## config.mk

```make
export PLATFORM = sky130hd
export DESIGN_NAME = triangle_perimeter_max_finder
export DESIGN_NICKNAME = d
export VERILOG_FILES = /design/src/rtl/core/tpm_pkg.sv /design/src/rtl/core/tpm_sqrt.sv /design/src/rtl/core/triangle_perimeter_max_finder.sv
export SDC_FILE = /design/constraint.sdc
export NUM_CORES = 2
export LEC_CHECK = 0
export BUFFER_PORTS_ARGS = -buffer_cell sky130_fd_sc_hd__buf_2
export CAP_MARGIN = 15
export CORE_UTILIZATION = 43
export DETAILED_ROUTE_END_ITERATION = 12
export MAX_ROUTING_LAYER = met4
export PLACE_DENSITY_LB_ADDON = 0.2
export SETUP_SLACK_MARGIN = 0.3
export SLEW_MARGIN = 20
export SYNTH_ARGS = -nofsm -noshare
export SYNTH_HDL_FRONTEND = slang
export SYNTH_SLANG_ARGS = --single-unit
```

## constraint.sdc

```tcl
create_clock -name clock -period 11.92 [get_ports clock]
set_input_delay 3.576 -clock clock [delete_from_list [all_inputs] [get_ports clock]]
set_output_delay 3.576 -clock clock [all_outputs]
set_load 0.01 [all_outputs]
```

## src/rtl/core/tpm_pkg.sv

```systemverilog
// shared constants and types of the triangle perimeter maximum finder
package tpm_pkg;

   localparam int POINT_SLOTS = 16;
   localparam int COORD_BITS  = 16;
   localparam int SLOT_BITS   = $clog2(POINT_SLOTS);
   localparam int PT_BITS     = 3 * COORD_BITS;
   localparam int SQ_BITS     = 2 * COORD_BITS;
   localparam int ACC_BITS    = SQ_BITS + 2;
   localparam int FRAC_SHIFT  = 16;
   localparam int RAD_BITS    = ACC_BITS + FRAC_SHIFT;
   localparam int ROOT_BITS   = RAD_BITS / 2;
   localparam int PSUM_BITS   = ROOT_BITS + 2;
   localparam int PER_BITS    = 27;
   localparam int NUM_BITS    = 8;
   localparam logic [PER_BITS-1:0] SUM_MAX = 27'h7FF_FFFF;

   localparam logic ACT_POINT    = 1'b0;
   localparam logic ACT_TRIANGLE = 1'b1;

   typedef enum logic [3:0] {
      S_IDLE,
      S_FETCH_A,
      S_FETCH_B,
      S_FETCH_C,
      S_LOAD_C,
      S_MUL,
      S_ACC,
      S_ROOT,
      S_WAIT,
      S_FINISH
   } state_type;

   typedef struct packed {
      logic                 done;
      logic [ROOT_BITS-1:0] root;
   } root_res_type;

endpackage

```

## src/rtl/core/tpm_sqrt.sv

```systemverilog
// iterative integer square root, one root bit per cycle
module tpm_sqrt (
   input  logic                          clock,
   input  logic                          reset,
   input  logic                          start,
   input  logic [tpm_pkg::RAD_BITS-1:0]  radicand,
   output tpm_pkg::root_res_type         result
);

   localparam int RB       = tpm_pkg::ROOT_BITS;
   localparam int REM_BITS = RB + 3;
   localparam int CNT_BITS = $clog2(RB + 1);

   logic [tpm_pkg::RAD_BITS-1:0] rad_ff, rad_in;
   logic [REM_BITS-1:0]          rem_ff, rem_in;
   logic [RB-1:0]                root_ff, root_in;
   logic [CNT_BITS-1:0]          count_ff, count_in;
   logic                         running_ff, running_in;
   logic                         done_ff, done_in;

   logic [REM_BITS-1:0] rem_sh;
   logic [REM_BITS-1:0] trial;
   logic                fits;

   assign rem_sh = {rem_ff[REM_BITS-3:0], rad_ff[tpm_pkg::RAD_BITS-1 -: 2]};
   assign trial  = {1'b0, root_ff, 2'b01};
   assign fits   = rem_sh >= trial;

   always_comb begin
      rad_in     = rad_ff;
      rem_in     = rem_ff;
      root_in    = root_ff;
      count_in   = count_ff;
      running_in = running_ff;
      done_in    = 1'b0;
      if (start) begin
         rad_in     = radicand;
         rem_in     = '0;
         root_in    = '0;
         count_in   = CNT_BITS'(RB);
         running_in = 1'b1;
      end else if (running_ff) begin
         rad_in   = {rad_ff[tpm_pkg::RAD_BITS-3:0], 2'b00};
         rem_in   = fits ? rem_sh - trial : rem_sh;
         root_in  = {root_ff[RB-2:0], fits};
         count_in = count_ff - 1'b1;
         if (count_ff == CNT_BITS'(1)) begin
            running_in = 1'b0;
            done_in    = 1'b1;
         end
      end
   end

   always_ff @(posedge clock) begin
      if (reset) begin
         running_ff <= 1'b0;
         done_ff    <= 1'b0;
         count_ff   <= '0;
      end else begin
         running_ff <= running_in;
         done_ff    <= done_in;
         count_ff   <= count_in;
      end
   end

   always_ff @(posedge clock) begin
      rad_ff  <= rad_in;
      rem_ff  <= rem_in;
      root_ff <= root_in;
   end

   assign result.done = done_ff;
   assign result.root = root_ff;

endmodule

```

## src/rtl/core/triangle_perimeter_max_finder.sv

```systemverilog
// top level: point table, edge arithmetic and running maximum of triangle perimeters
//
// channel  dir  tdata                                    tuser   tlast
// req_*    in   slot, x, y, z, corner a, b, c (64 bits)  action  final_triangle
// rsp_*    out  number, distinct, perimeter, best (72)   -       set_done
//
// a point is written to the table when its transfer is taken; a triangle is worked
// through in steps: three table reads, then per edge three squares and one root,
// the root unit producing one root bit per cycle
// the table is not cleared by reset; counters and the maximum are
// results wait in an output register while the next item is taken; a new
// result waits while the previous one is still stalled
module triangle_perimeter_max_finder (
   input  logic        clock,
   input  logic        reset,
   input  logic        req_tvalid,
   output logic        req_tready,
   input  logic [63:0] req_tdata,   // slot, x, y, z, corner a, corner b, corner c
   input  logic        req_tuser,   // action
   input  logic        req_tlast,
   output logic        rsp_tvalid,
   input  logic        rsp_tready,
   output logic [71:0] rsp_tdata,   // number, distinct, perimeter, best number, best sum, pad
   output logic        rsp_tlast
);

   localparam int CB = tpm_pkg::COORD_BITS;
   localparam int SB = tpm_pkg::SLOT_BITS;
   localparam int PB = tpm_pkg::PT_BITS;

   tpm_pkg::state_type state_ff, state_in;

   logic [PB-1:0] point_mem [tpm_pkg::POINT_SLOTS];
   logic [PB-1:0] rd_data_ff;
   logic          rd_ok_ff, rd_ok_in;
   logic [SB-1:0] rd_addr;
   logic [3:0]    rd_corner;

   logic [3:0] corner_a_ff, corner_a_in, corner_b_ff, corner_b_in, corner_c_ff, corner_c_in;
   logic       final_ff, final_in;
   logic [PB-1:0] pa_ff, pa_in, pb_ff, pb_in, pc_ff, pc_in;
   logic [1:0] edge_ff, edge_in, axis_ff, axis_in;
   logic [tpm_pkg::SQ_BITS-1:0]   sq_ff, sq_in;
   logic [tpm_pkg::ACC_BITS-1:0]  acc_ff, acc_in;
   logic [tpm_pkg::PSUM_BITS-1:0] per_acc_ff, per_acc_in;

   logic [tpm_pkg::NUM_BITS-1:0] tri_cnt_ff, tri_cnt_in, best_num_ff, best_num_in;
   logic [tpm_pkg::PER_BITS-1:0] best_sum_ff, best_sum_in;

   logic        rsp_valid_ff, rsp_valid_in;
   logic [71:0] rsp_data_ff, rsp_data_in;
   logic        rsp_last_ff, rsp_last_in;

   logic          accept, pt_wr;
   logic [3:0]    slot_f;
   logic [PB-1:0] pt_word;
   logic [PB-1:0] rd_point;

   logic [PB-1:0] p_sel, q_sel;
   logic [CB-1:0] p_c, q_c, mag;
   logic [CB:0]   diff;
   logic [tpm_pkg::SQ_BITS-1:0] sq_prod;

   logic                          root_start;
   logic [tpm_pkg::RAD_BITS-1:0]  radicand;
   tpm_pkg::root_res_type         root_res;

   logic [tpm_pkg::PER_BITS-1:0] per_sat, new_best_sum;
   logic [tpm_pkg::NUM_BITS-1:0] new_best_num;
   logic                         distinct, better, out_free;

   assign accept  = req_tvalid && req_tready;
   assign slot_f  = req_tdata[3:0];
   assign pt_word = {req_tdata[36 +: CB], req_tdata[20 +: CB], req_tdata[4 +: CB]};
   assign pt_wr   = accept && (req_tuser == tpm_pkg::ACT_POINT)
                    && (32'(slot_f) < 32'(tpm_pkg::POINT_SLOTS));

   // table read address by fetch phase
   always_comb begin
      unique case (state_ff)
         tpm_pkg::S_FETCH_A: rd_corner = corner_a_ff;
         tpm_pkg::S_FETCH_B: rd_corner = corner_b_ff;
         default:            rd_corner = corner_c_ff;
      endcase
   end
   assign rd_addr  = SB'(rd_corner);
   assign rd_ok_in = 32'(rd_corner) < 32'(tpm_pkg::POINT_SLOTS);
   assign rd_point = rd_ok_ff ? rd_data_ff : '0;

   always_ff @(posedge clock) begin
      if (pt_wr) begin
         point_mem[SB'(slot_f)] <= pt_word;
      end
      rd_data_ff <= point_mem[rd_addr];
   end

   // edge operands and one squared coordinate difference
   always_comb begin
      unique case (edge_ff)
         2'd0:    begin p_sel = pa_ff; q_sel = pb_ff; end
         2'd1:    begin p_sel = pa_ff; q_sel = pc_ff; end
         default: begin p_sel = pc_ff; q_sel = pb_ff; end
      endcase
      unique case (axis_ff)
         2'd0:    begin p_c = p_sel[0 +: CB];      q_c = q_sel[0 +: CB];      end
         2'd1:    begin p_c = p_sel[CB +: CB];     q_c = q_sel[CB +: CB];     end
         default: begin p_c = p_sel[2 * CB +: CB]; q_c = q_sel[2 * CB +: CB]; end
      endcase
   end

   assign diff    = {p_c[CB-1], p_c} - {q_c[CB-1], q_c};
   assign mag     = diff[CB] ? CB'(~diff + 1'b1) : CB'(diff);
   assign sq_prod = {{CB{1'b0}}, mag} * {{CB{1'b0}}, mag};

   assign radicand = {acc_ff, {tpm_pkg::FRAC_SHIFT{1'b0}}};

   tpm_sqrt u_sqrt (
      .clock    (clock),
      .reset    (reset),
      .start    (root_start),
      .radicand (radicand),
      .result   (root_res)
   );

   // perimeter, distinctness and running maximum
   always_comb begin
      if (64'(per_acc_ff) > 64'(tpm_pkg::SUM_MAX)) begin
         per_sat = tpm_pkg::SUM_MAX;
      end else begin
         per_sat = tpm_pkg::PER_BITS'(per_acc_ff);
      end
   end
   assign distinct     = (pa_ff != pb_ff) && (pa_ff != pc_ff) && (pc_ff != pb_ff);
   assign better       = per_sat > best_sum_ff;
   assign new_best_sum = better ? per_sat : best_sum_ff;
   assign new_best_num = better ? tri_cnt_ff : best_num_ff;
   assign out_free     = !rsp_valid_ff || rsp_tready;

   always_comb begin
      state_in    = state_ff;
      corner_a_in = corner_a_ff;
      corner_b_in = corner_b_ff;
      corner_c_in = corner_c_ff;
      final_in    = final_ff;
      pa_in       = pa_ff;
      pb_in       = pb_ff;
      pc_in       = pc_ff;
      edge_in     = edge_ff;
      axis_in     = axis_ff;
      sq_in       = sq_ff;
      acc_in      = acc_ff;
      per_acc_in  = per_acc_ff;
      tri_cnt_in  = tri_cnt_ff;
      best_num_in = best_num_ff;
      best_sum_in = best_sum_ff;
      rsp_data_in = rsp_data_ff;
      rsp_last_in = rsp_last_ff;
      rsp_valid_in = rsp_valid_ff && !rsp_tready;
      root_start  = 1'b0;
      req_tready  = 1'b0;

      unique case (state_ff)
         tpm_pkg::S_IDLE: begin
            req_tready = 1'b1;
            if (req_tvalid && (req_tuser == tpm_pkg::ACT_TRIANGLE)) begin
               corner_a_in = req_tdata[52 +: 4];
               corner_b_in = req_tdata[56 +: 4];
               corner_c_in = req_tdata[60 +: 4];
               final_in    = req_tlast;
               state_in    = tpm_pkg::S_FETCH_A;
            end
         end
         tpm_pkg::S_FETCH_A: begin
            state_in = tpm_pkg::S_FETCH_B;
         end
         tpm_pkg::S_FETCH_B: begin
            pa_in    = rd_point;
            state_in = tpm_pkg::S_FETCH_C;
         end
         tpm_pkg::S_FETCH_C: begin
            pb_in    = rd_point;
            state_in = tpm_pkg::S_LOAD_C;
         end
         tpm_pkg::S_LOAD_C: begin
            pc_in      = rd_point;
            edge_in    = 2'd0;
            axis_in    = 2'd0;
            acc_in     = '0;
            per_acc_in = '0;
            state_in   = tpm_pkg::S_MUL;
         end
         tpm_pkg::S_MUL: begin
            sq_in    = sq_prod;
            state_in = tpm_pkg::S_ACC;
         end
         tpm_pkg::S_ACC: begin
            acc_in = acc_ff + tpm_pkg::ACC_BITS'(sq_ff);
            if (axis_ff == 2'd2) begin
               state_in = tpm_pkg::S_ROOT;
            end else begin
               axis_in  = axis_ff + 2'd1;
               state_in = tpm_pkg::S_MUL;
            end
         end
         tpm_pkg::S_ROOT: begin
            root_start = 1'b1;
            state_in   = tpm_pkg::S_WAIT;
         end
         tpm_pkg::S_WAIT: begin
            if (root_res.done) begin
               per_acc_in = per_acc_ff + tpm_pkg::PSUM_BITS'(root_res.root);
               if (edge_ff == 2'd2) begin
                  state_in = tpm_pkg::S_FINISH;
               end else begin
                  edge_in  = edge_ff + 2'd1;
                  axis_in  = 2'd0;
                  acc_in   = '0;
                  state_in = tpm_pkg::S_MUL;
               end
            end
         end
         tpm_pkg::S_FINISH: begin
            if (out_free) begin
               rsp_valid_in = 1'b1;
               rsp_data_in  = {1'b0, new_best_sum, new_best_num, per_sat, distinct, tri_cnt_ff};
               rsp_last_in  = final_ff;
               if (final_ff) begin
                  tri_cnt_in  = '0;
                  best_num_in = '0;
                  best_sum_in = '0;
               end else begin
                  tri_cnt_in  = tri_cnt_ff + 1'b1;
                  best_num_in = new_best_num;
                  best_sum_in = new_best_sum;
               end
               state_in = tpm_pkg::S_IDLE;
            end
         end
         default: begin
            state_in = tpm_pkg::S_IDLE;
         end
      endcase
   end

   always_ff @(posedge clock) begin
      if (reset) begin
         state_ff     <= tpm_pkg::S_IDLE;
         rsp_valid_ff <= 1'b0;
         tri_cnt_ff   <= '0;
         best_num_ff  <= '0;
         best_sum_ff  <= '0;
      end else begin
         state_ff     <= state_in;
         rsp_valid_ff <= rsp_valid_in;
         tri_cnt_ff   <= tri_cnt_in;
         best_num_ff  <= best_num_in;
         best_sum_ff  <= best_sum_in;
      end
   end

   always_ff @(posedge clock) begin
      rd_ok_ff    <= rd_ok_in;
      corner_a_ff <= corner_a_in;
      corner_b_ff <= corner_b_in;
      corner_c_ff <= corner_c_in;
      final_ff    <= final_in;
      pa_ff       <= pa_in;
      pb_ff       <= pb_in;
      pc_ff       <= pc_in;
      edge_ff     <= edge_in;
      axis_ff     <= axis_in;
      sq_ff       <= sq_in;
      acc_ff      <= acc_in;
      per_acc_ff  <= per_acc_in;
      rsp_data_ff <= rsp_data_in;
      rsp_last_ff <= rsp_last_in;
   end

   assign rsp_tvalid = rsp_valid_ff;
   assign rsp_tdata  = rsp_data_ff;
   assign rsp_tlast  = rsp_last_ff;

endmodule

```

After elaboration in Yosys (flattened, before gate mapping)
Memories as Yosys holds them, arrays and structs flattened. A register that Yosys moved wholly into a read port is not among the register bits.
Index checks and enable logic that the tools add are counted.
{"block": "op_classes", "eq_ne": 22, "mux": 44, "bitwise_logic": 3, "magnitude_cmp": 2, "n_addsub": 9, "mul": 1, "reduce_logical": 25}
{"operator": "$ne 48x48->1", "n": 3}
{"operator": "$pmux 34 s3", "n": 1}
{"operator": "$mux 50", "n": 2}
{"operator": "$mux 48", "n": 2}
{"operator": "$mux 27", "n": 3}
{"operator": "$mux 34", "n": 2}
{"operator": "$pmux 16 s2", "n": 2}
{"operator": "$pmux 27 s2", "n": 1}
{"operator": "$pmux 4 s10", "n": 1}
{"operator": "$add 34x32->34", "n": 1}
{"operator": "$mul 16x16->32", "n": 1}
{"operator": "$ge 28x27->1", "n": 1}
{"operator": "$add 27x25->27", "n": 1}
{"operator": "$gt 27x27->1", "n": 1}
{"operator": "$mux 26", "n": 1}
{"operator": "$sub 26x26->26", "n": 1}
{"operator": "$mux 8", "n": 3}
{"operator": "$sub 16x16->17", "n": 1}
{"operator": "$add 16x1->16 const B", "n": 1}
{"operator": "$eq 4x3->1 const B", "n": 4}
{"operator": "$mux 16", "n": 1}
{"operator": "$mux 4", "n": 4}
{"operator": "$not 16->16", "n": 1}
{"operator": "$mux 2", "n": 6}
{"operator": "other kinds (29)", "n": 61}
{"block": "totals", "wordCells": 133, "out_inout_bits": 75, "register_bits": 466, "in_bits": 70, "mem_bits_rw": 768, "mem_count": 1}
{"name": "point_mem", "depth": 16, "width": 48, "rd": 1, "rd_ports_with_merged_regs": 1, "wr": 1, "line": "triangle_perimeter_max_finder.sv:33", "text": "logic [PB-1:0] point_mem [tpm_pkg::POINT_SLOTS];"}

Longest topological paths before layout
{"block": "depth", "depth_word": 9, "mapped_depth": 46}

Modules after synthesis
A second synthesis with hierarchy kept.
{"block": "hier_totals", "hier_cells": 4981, "hier_area_um2": 64474.3}
{"module": "triangle_perimeter_max_finder", "cells_each": 4407, "seq_area_each_um2": 34743.3, "n_inst": 1, "area_each_um2": 58577.4}
{"module": "tpm_sqrt", "cells_each": 574, "seq_area_each_um2": 2662.6, "n_inst": 1, "area_each_um2": 5896.9}

Least setup slack after synthesis
Ideal clock, no wire load.
{"block": "synth_path", "kind": "register -> register", "from": "register edge_ff[1]", "to": "register sq_ff[31] (netlist name), data pin", "synth_period_minus_slack_ns": 10.310, "path_slack_ns": 1.610, "setup_ns": 0.268, "arrival_ns": 10.042, "t_required_ns": 11.652, "stages_incl_launch_ff": 39, "n_path_buf": 3, "cell_sequence": "edfxtp_1 -> inv_1 -> ha_1 -> clkbuf_1 -> clkbuf_1 -> mux2_2 -> a221oi_1 -> ha_1 -> nor2b_1 -> o2111ai_4 -> a31oi_2 -> or3_1 -> a221o_1 -> or2_1 -> o31ai_1 -> xnor2_1 -> inv_1 -> buf_2 -> (+3 left out) -> inv_1 -> fa_1 -> fa_1 -> fa_1 -> inv_1 -> fa_1 -> inv_1 -> ha_1 -> nand4_1 -> a21oi_1 -> a211oi_1 -> o21bai_1 -> o21ai_0 -> a21oi_1 -> a211o_1 -> a21o_1 -> a21oi_1 -> xnor3_1"}
{"block": "synth_between", "elab_chain_cells": 9, "elab_cells_between_ends": 12}
{"item": "start, declared", "line": "triangle_perimeter_max_finder.sv:42", "text": "logic [1:0] edge_ff, edge_in, axis_ff, axis_in;"}
{"item": "start signal, assigned", "line": "triangle_perimeter_max_finder.sv:270", "text": "edge_ff <= edge_in;"}
{"item": "$eq 2x1->1 or $logic_not 2->1 (tied branches)", "line": "triangle_perimeter_max_finder.sv:99", "text": "unique case (edge_ff)"}
{"item": "$reduce_or 2->1 (no source line)"}
{"item": "$mux 48", "line": "triangle_perimeter_max_finder.sv:99"}
{"item": "$pmux 16 s2", "line": "triangle_perimeter_max_finder.sv:104", "text": "unique case (axis_ff)"}
{"item": "$sub 16x16->17 (*)", "line": "triangle_perimeter_max_finder.sv:111", "text": "assign diff = {p_c[CB-1], p_c} - {q_c[CB-1], q_c};"}
{"item": "$not 16->16", "line": "triangle_perimeter_max_finder.sv:112", "text": "assign mag = diff[CB] ? CB'(~diff + 1'b1) : CB'(diff);"}
{"item": "$add 16x1->16", "line": "triangle_perimeter_max_finder.sv:112"}
{"item": "$mux 16 (*)", "line": "triangle_perimeter_max_finder.sv:112"}
{"item": "$mul 16x16->32 (*)", "line": "triangle_perimeter_max_finder.sv:113", "text": "assign sq_prod = {{CB{1'b0}}, mag} * {{CB{1'b0}}, mag};"}
{"item": "named net sq_prod (one bit)", "line": "triangle_perimeter_max_finder.sv:62", "text": "logic [tpm_pkg::SQ_BITS-1:0] sq_prod;"}
{"item": "end signal, assigned", "line": "triangle_perimeter_max_finder.sv:272", "text": "sq_ff <= sq_in;"}
{"item": "end, declared", "line": "triangle_perimeter_max_finder.sv:43", "text": "logic [tpm_pkg::SQ_BITS-1:0] sq_ff, sq_in;"}
Mark *: on every way through the listed nets, which the timed path passes. The rest lies on a longest branch.
A chain may end at the register's enable or synchronous reset.

Worst setup path after layout
{"block": "layout_path", "from": "register edge_ff[0]", "to": "register sq_ff[31] (netlist name), data pin"}
Same word-level chain as after synthesis.

==> results by group <==
Finish
  – Multi-input logic area: 25,000 um2
  – Register area: 36,900 um2
  – Share of layout cells above drive strength 1: 14.6%
  – P&R area growth vs syn: 12.3%
  – Layout Nets: 5,619
  – Layout fillers: 12,900

STA
  – Max-slew headroom: 29.7%
  – Final period utilization: 90.5%
  – F_max: 92.7 MHz
  – TNS Setup: 0 ns
  – Worst Clk Skew: 0.0513 ns
  – Final hold vios: 0
  – Worst Tran Pin Value: 1.05 ns
  – RSZ-0062 raised after global routing: no
  – Finish-stage setup viols: 0
  – Slew Viols, Final: 0
  – Min cycle time layout: 10.78 ns

Worst setup path
  – Worst endpoint required time: 12.41 ns
  – Kind of critical path: reg2reg
  – CP startpoint: edge_ff[0]$_SDFFCE_PN0P_
  – Most common cell on crit path: fa_1
  – Crit path max fanout: 20
  – Worst path slowest cell: xnor2_1
  – FF-to-FF End: sq_ff[31]$_DFFE_PP_
  – CP Launch Type: register
  – R2R Setup Slk: 1.14 ns
  – Reg2reg start: edge_ff[0]$_SDFFCE_PN0P_
  – WP data arrival: 11.28 ns
  – Crit path capture type: register
  – R2R cell count: 37
  – Critical path's largest stage delay: 0.67 ns

Route
  – Routed WL per cell: 21.5 um
  – Met3 routed WL: 6.53 mm
  – DR pass1 iterations: 6
  – Highest routed layer: met4
  – WL met1: 70.5 mm
  – Via/cell ratio: 5.42
  – Post-route ant nets: 0
  – DR iter-0 viols: 2,362
  – Vias: 39,000
  – WL met2: 74.5 mm
  – WL final: 155 mm
  – DRC Markers: 0

Placed design
  – IO Port Bufs: 143
  – Hpwl dp: 99.7 mm
  – GP Congestion: 0.969

Yosys
  – Top_reg_cell synth: edfxtp_1
  – Mapped cell area: 63,900 um2
  – Number of synthesized flops with an enable pin: 1,127
  – Largest area contributor in the netlist: edfxtp_1
  – Flops & latches, synth: 1,281
  – Mean post-synth cell area: 12.8 um2
  – Seq/Total Area, Yosys: 57.8%
  – Post-Synthesis Cells: 5,001
  – Synth warnings: 0
  – XOR/XNOR share of the synthesized area: 3.69%
  – Compound-Gate Fraction of Synth Area: 9.42%
  – Cell variety after synth: 88
  – FFs w/ async S/R, synth: 0%
  – Synth top area cells: edfxtp_1 53%, fa_1 5.2%, dfxtp_1 4.8%
  – Synth Area in Simple Gates: 7.73%
  – Largest family of logic cells by synthesized area: adder cells
  – Yosys top cell area share: 53.0%
  – Adder-Cell Fraction of Synth Area: 9.78%
  – Mux cell area share after synthesis: 8.14%
  – Top cells by count, synth: 1,127 x edfxtp_1, 375 x nand2_1, 374 x nor2_1, 334 x inv_1, 247 x mux2_2
  – Mapped Nets: 5,471
  – Top-count cell post-synth: edfxtp_1

CTS
  – Hold Buf Count CTS: 0
  – Worst-skew pair later-pin latency: 0.78 ns
  – H-Tree Depth: 4
  – CTS sink count: 1,281
  – CTS tree: built
  – Num CTS Buffers: 138
  – Clk root buf: clkbuf_16
  – CTS Buffer Depth: 3
  – Clock-pin transition on the worst setup and hold timing paths: 0.06 ns

GRT
  – Number of global-route vias before repair: 38,400
  – Largest net degree at the start of global routing: 159
  – Grt ovf: 0
  – Global-route wire length before repair: 236 mm
  – GRT Total Usage: 21.0%
  – Initial antenna violation count: 18

Floorplanning
  – Die Span Y: 387 um
  – Initial core utilization: 43.3%
  – Full die area: 150,000 um2
  – Core area: 148,000 um2
  – I/O Pins: 145
  – DIE WIDTH: 387 um
  – Num rows: 141

Min path
  – Hold endpoint: pc_ff[20]$_DFFE_PP_
  – Hold path start: rd_data_ff[20]$_DFF_P_
  – Tightest Hold Check Type: reg2reg
  – WHS Path Cells: 0

Outcome
  – Status: finished clean

Flow run
  – Max Cap Violations: 0
## layer usage
layer	global-route usage [%]	up-vias
met1	28.0	19500
li1	-	18600
met4	5.47	0
met5	-	-
met3	3.02	189
met2	33.8	801
## layout make-up
| cell class | count | share of cell area (%) |
|---|---|---|
| Antenna cell | 12 | 0.0419 |
| Multi-Input combinational cell | 3160 | 34.9 |
| Timing Repair Buffer | 221 | 1.94 |
| Tap cell | 1930 | 3.37 |
| Sequential cell | 1281 | 51.5 |
| Clock buffer | 201 | 5.56 |
| Clock inverter | 54 | 0.898 |
| Inverter | 347 | 1.82 |
## kinds of logic (layout without fill, tap and decap cells)
group,count (synthesis),in the layout
mux,489,489
simple gates,1092,1092
buf+inv,560,823
other cells,1,13
fa+ha+maj,400,400
compound gates,912,912
xor+xnor,266,266
flops,1281,1281
## worst max-delay path by stage
stage / cells after the start / endpoint / slack, ns
finish: 37 / sq_ff[31]$_DFFE_PP_ / 1.14
detailed placement: 43 / sq_ff[31]$_DFFE_PP_ / 0.59
floorplan: 38 / sq_ff[31]$_DFFE_PP_ / 1.61
global route: 41 / sq_ff[31]$_DFFE_PP_ / 0.35
global placement: 43 / sq_ff[31]$_DFFE_PP_ / 0.74
CTS: 43 / sq_ff[31]$_DFFE_PP_ / 0.53
## registers in the layout, indices dropped and copies added, names as in the netlist, 27 cells and up
| register | count |
|---|---|
| pa_ff | 48 |
| per_acc_ff | 27 |
| u_sqrt.rad_ff | 34 |
| rsp_tdata | 71 |
| acc_ff | 34 |
| point_mem | 768 |
| pb_ff | 48 |
| rd_data_ff | 48 |
| sq_ff | 31 |
| pc_ff | 48 |
| best_sum_ff | 27 |
## timing repair
item                       CTS  global route
setup endpoints to repair    0             3
resized for setup            0             8
buffers inserted             0             0
## through the flow
stage	instance area (um2)	hold WS [ns]	util, %	setup WS, ns	std cells
after floorplan	63900	0.421	-	1.61	5001
after global placement	67000	0.427	45.4	0.743	6939
after detailed placement	67000	0.437	45.4	0.594	6939
after CTS	71700	0.455	48.5	0.534	7194
after global routing	71700	0.463	48.6	0.347	7205
final	71700	0.455	48.6	1.14	7206
## worst max-delay path: cells and delay by family, from the launching register on
kind                     cells  cell delay (ns)
XOR/XNOR                     2             0.99
adder cells (fa/ha/maj)     10             4.34
buffers and inverters        5             0.31
AO/OA/AOI/OAI               12             2.53
AND/OR/NAND/NOR              7             1.72
flip-flops                   1             0.37
multiplexers                 1             0.24
## layout by cell type, fill, tap and decap left out, drive strengths merged, types with 22 or more instances in the layout
| master | count |
|---|---|
| a22o | 40 |
| a221oi | 23 |
| a21o | 67 |
| clkbuf | 201 |
| fa | 166 |
| clkinv | 48 |
| a21oi | 227 |
| nor3 | 48 |
| xnor2 | 72 |
| edfxtp | 1127 |
| ha | 234 |
| mux2i | 242 |
| nand2b | 25 |
| xor2 | 193 |
| nand2 | 381 |
| nand3 | 48 |
| buf | 221 |
| o21ai | 196 |
| o21a | 22 |
| nand4 | 33 |
| nor2 | 374 |
| nor4 | 39 |
| mux2 | 247 |
| or3 | 24 |
| dfxtp | 154 |
| inv | 346 |
| nor3b | 25 |
| a211oi | 194 |
Power is left out: the tool's default activity adds up to more than one toggle a clock period on the data nets, which glitch-free logic cannot reach.
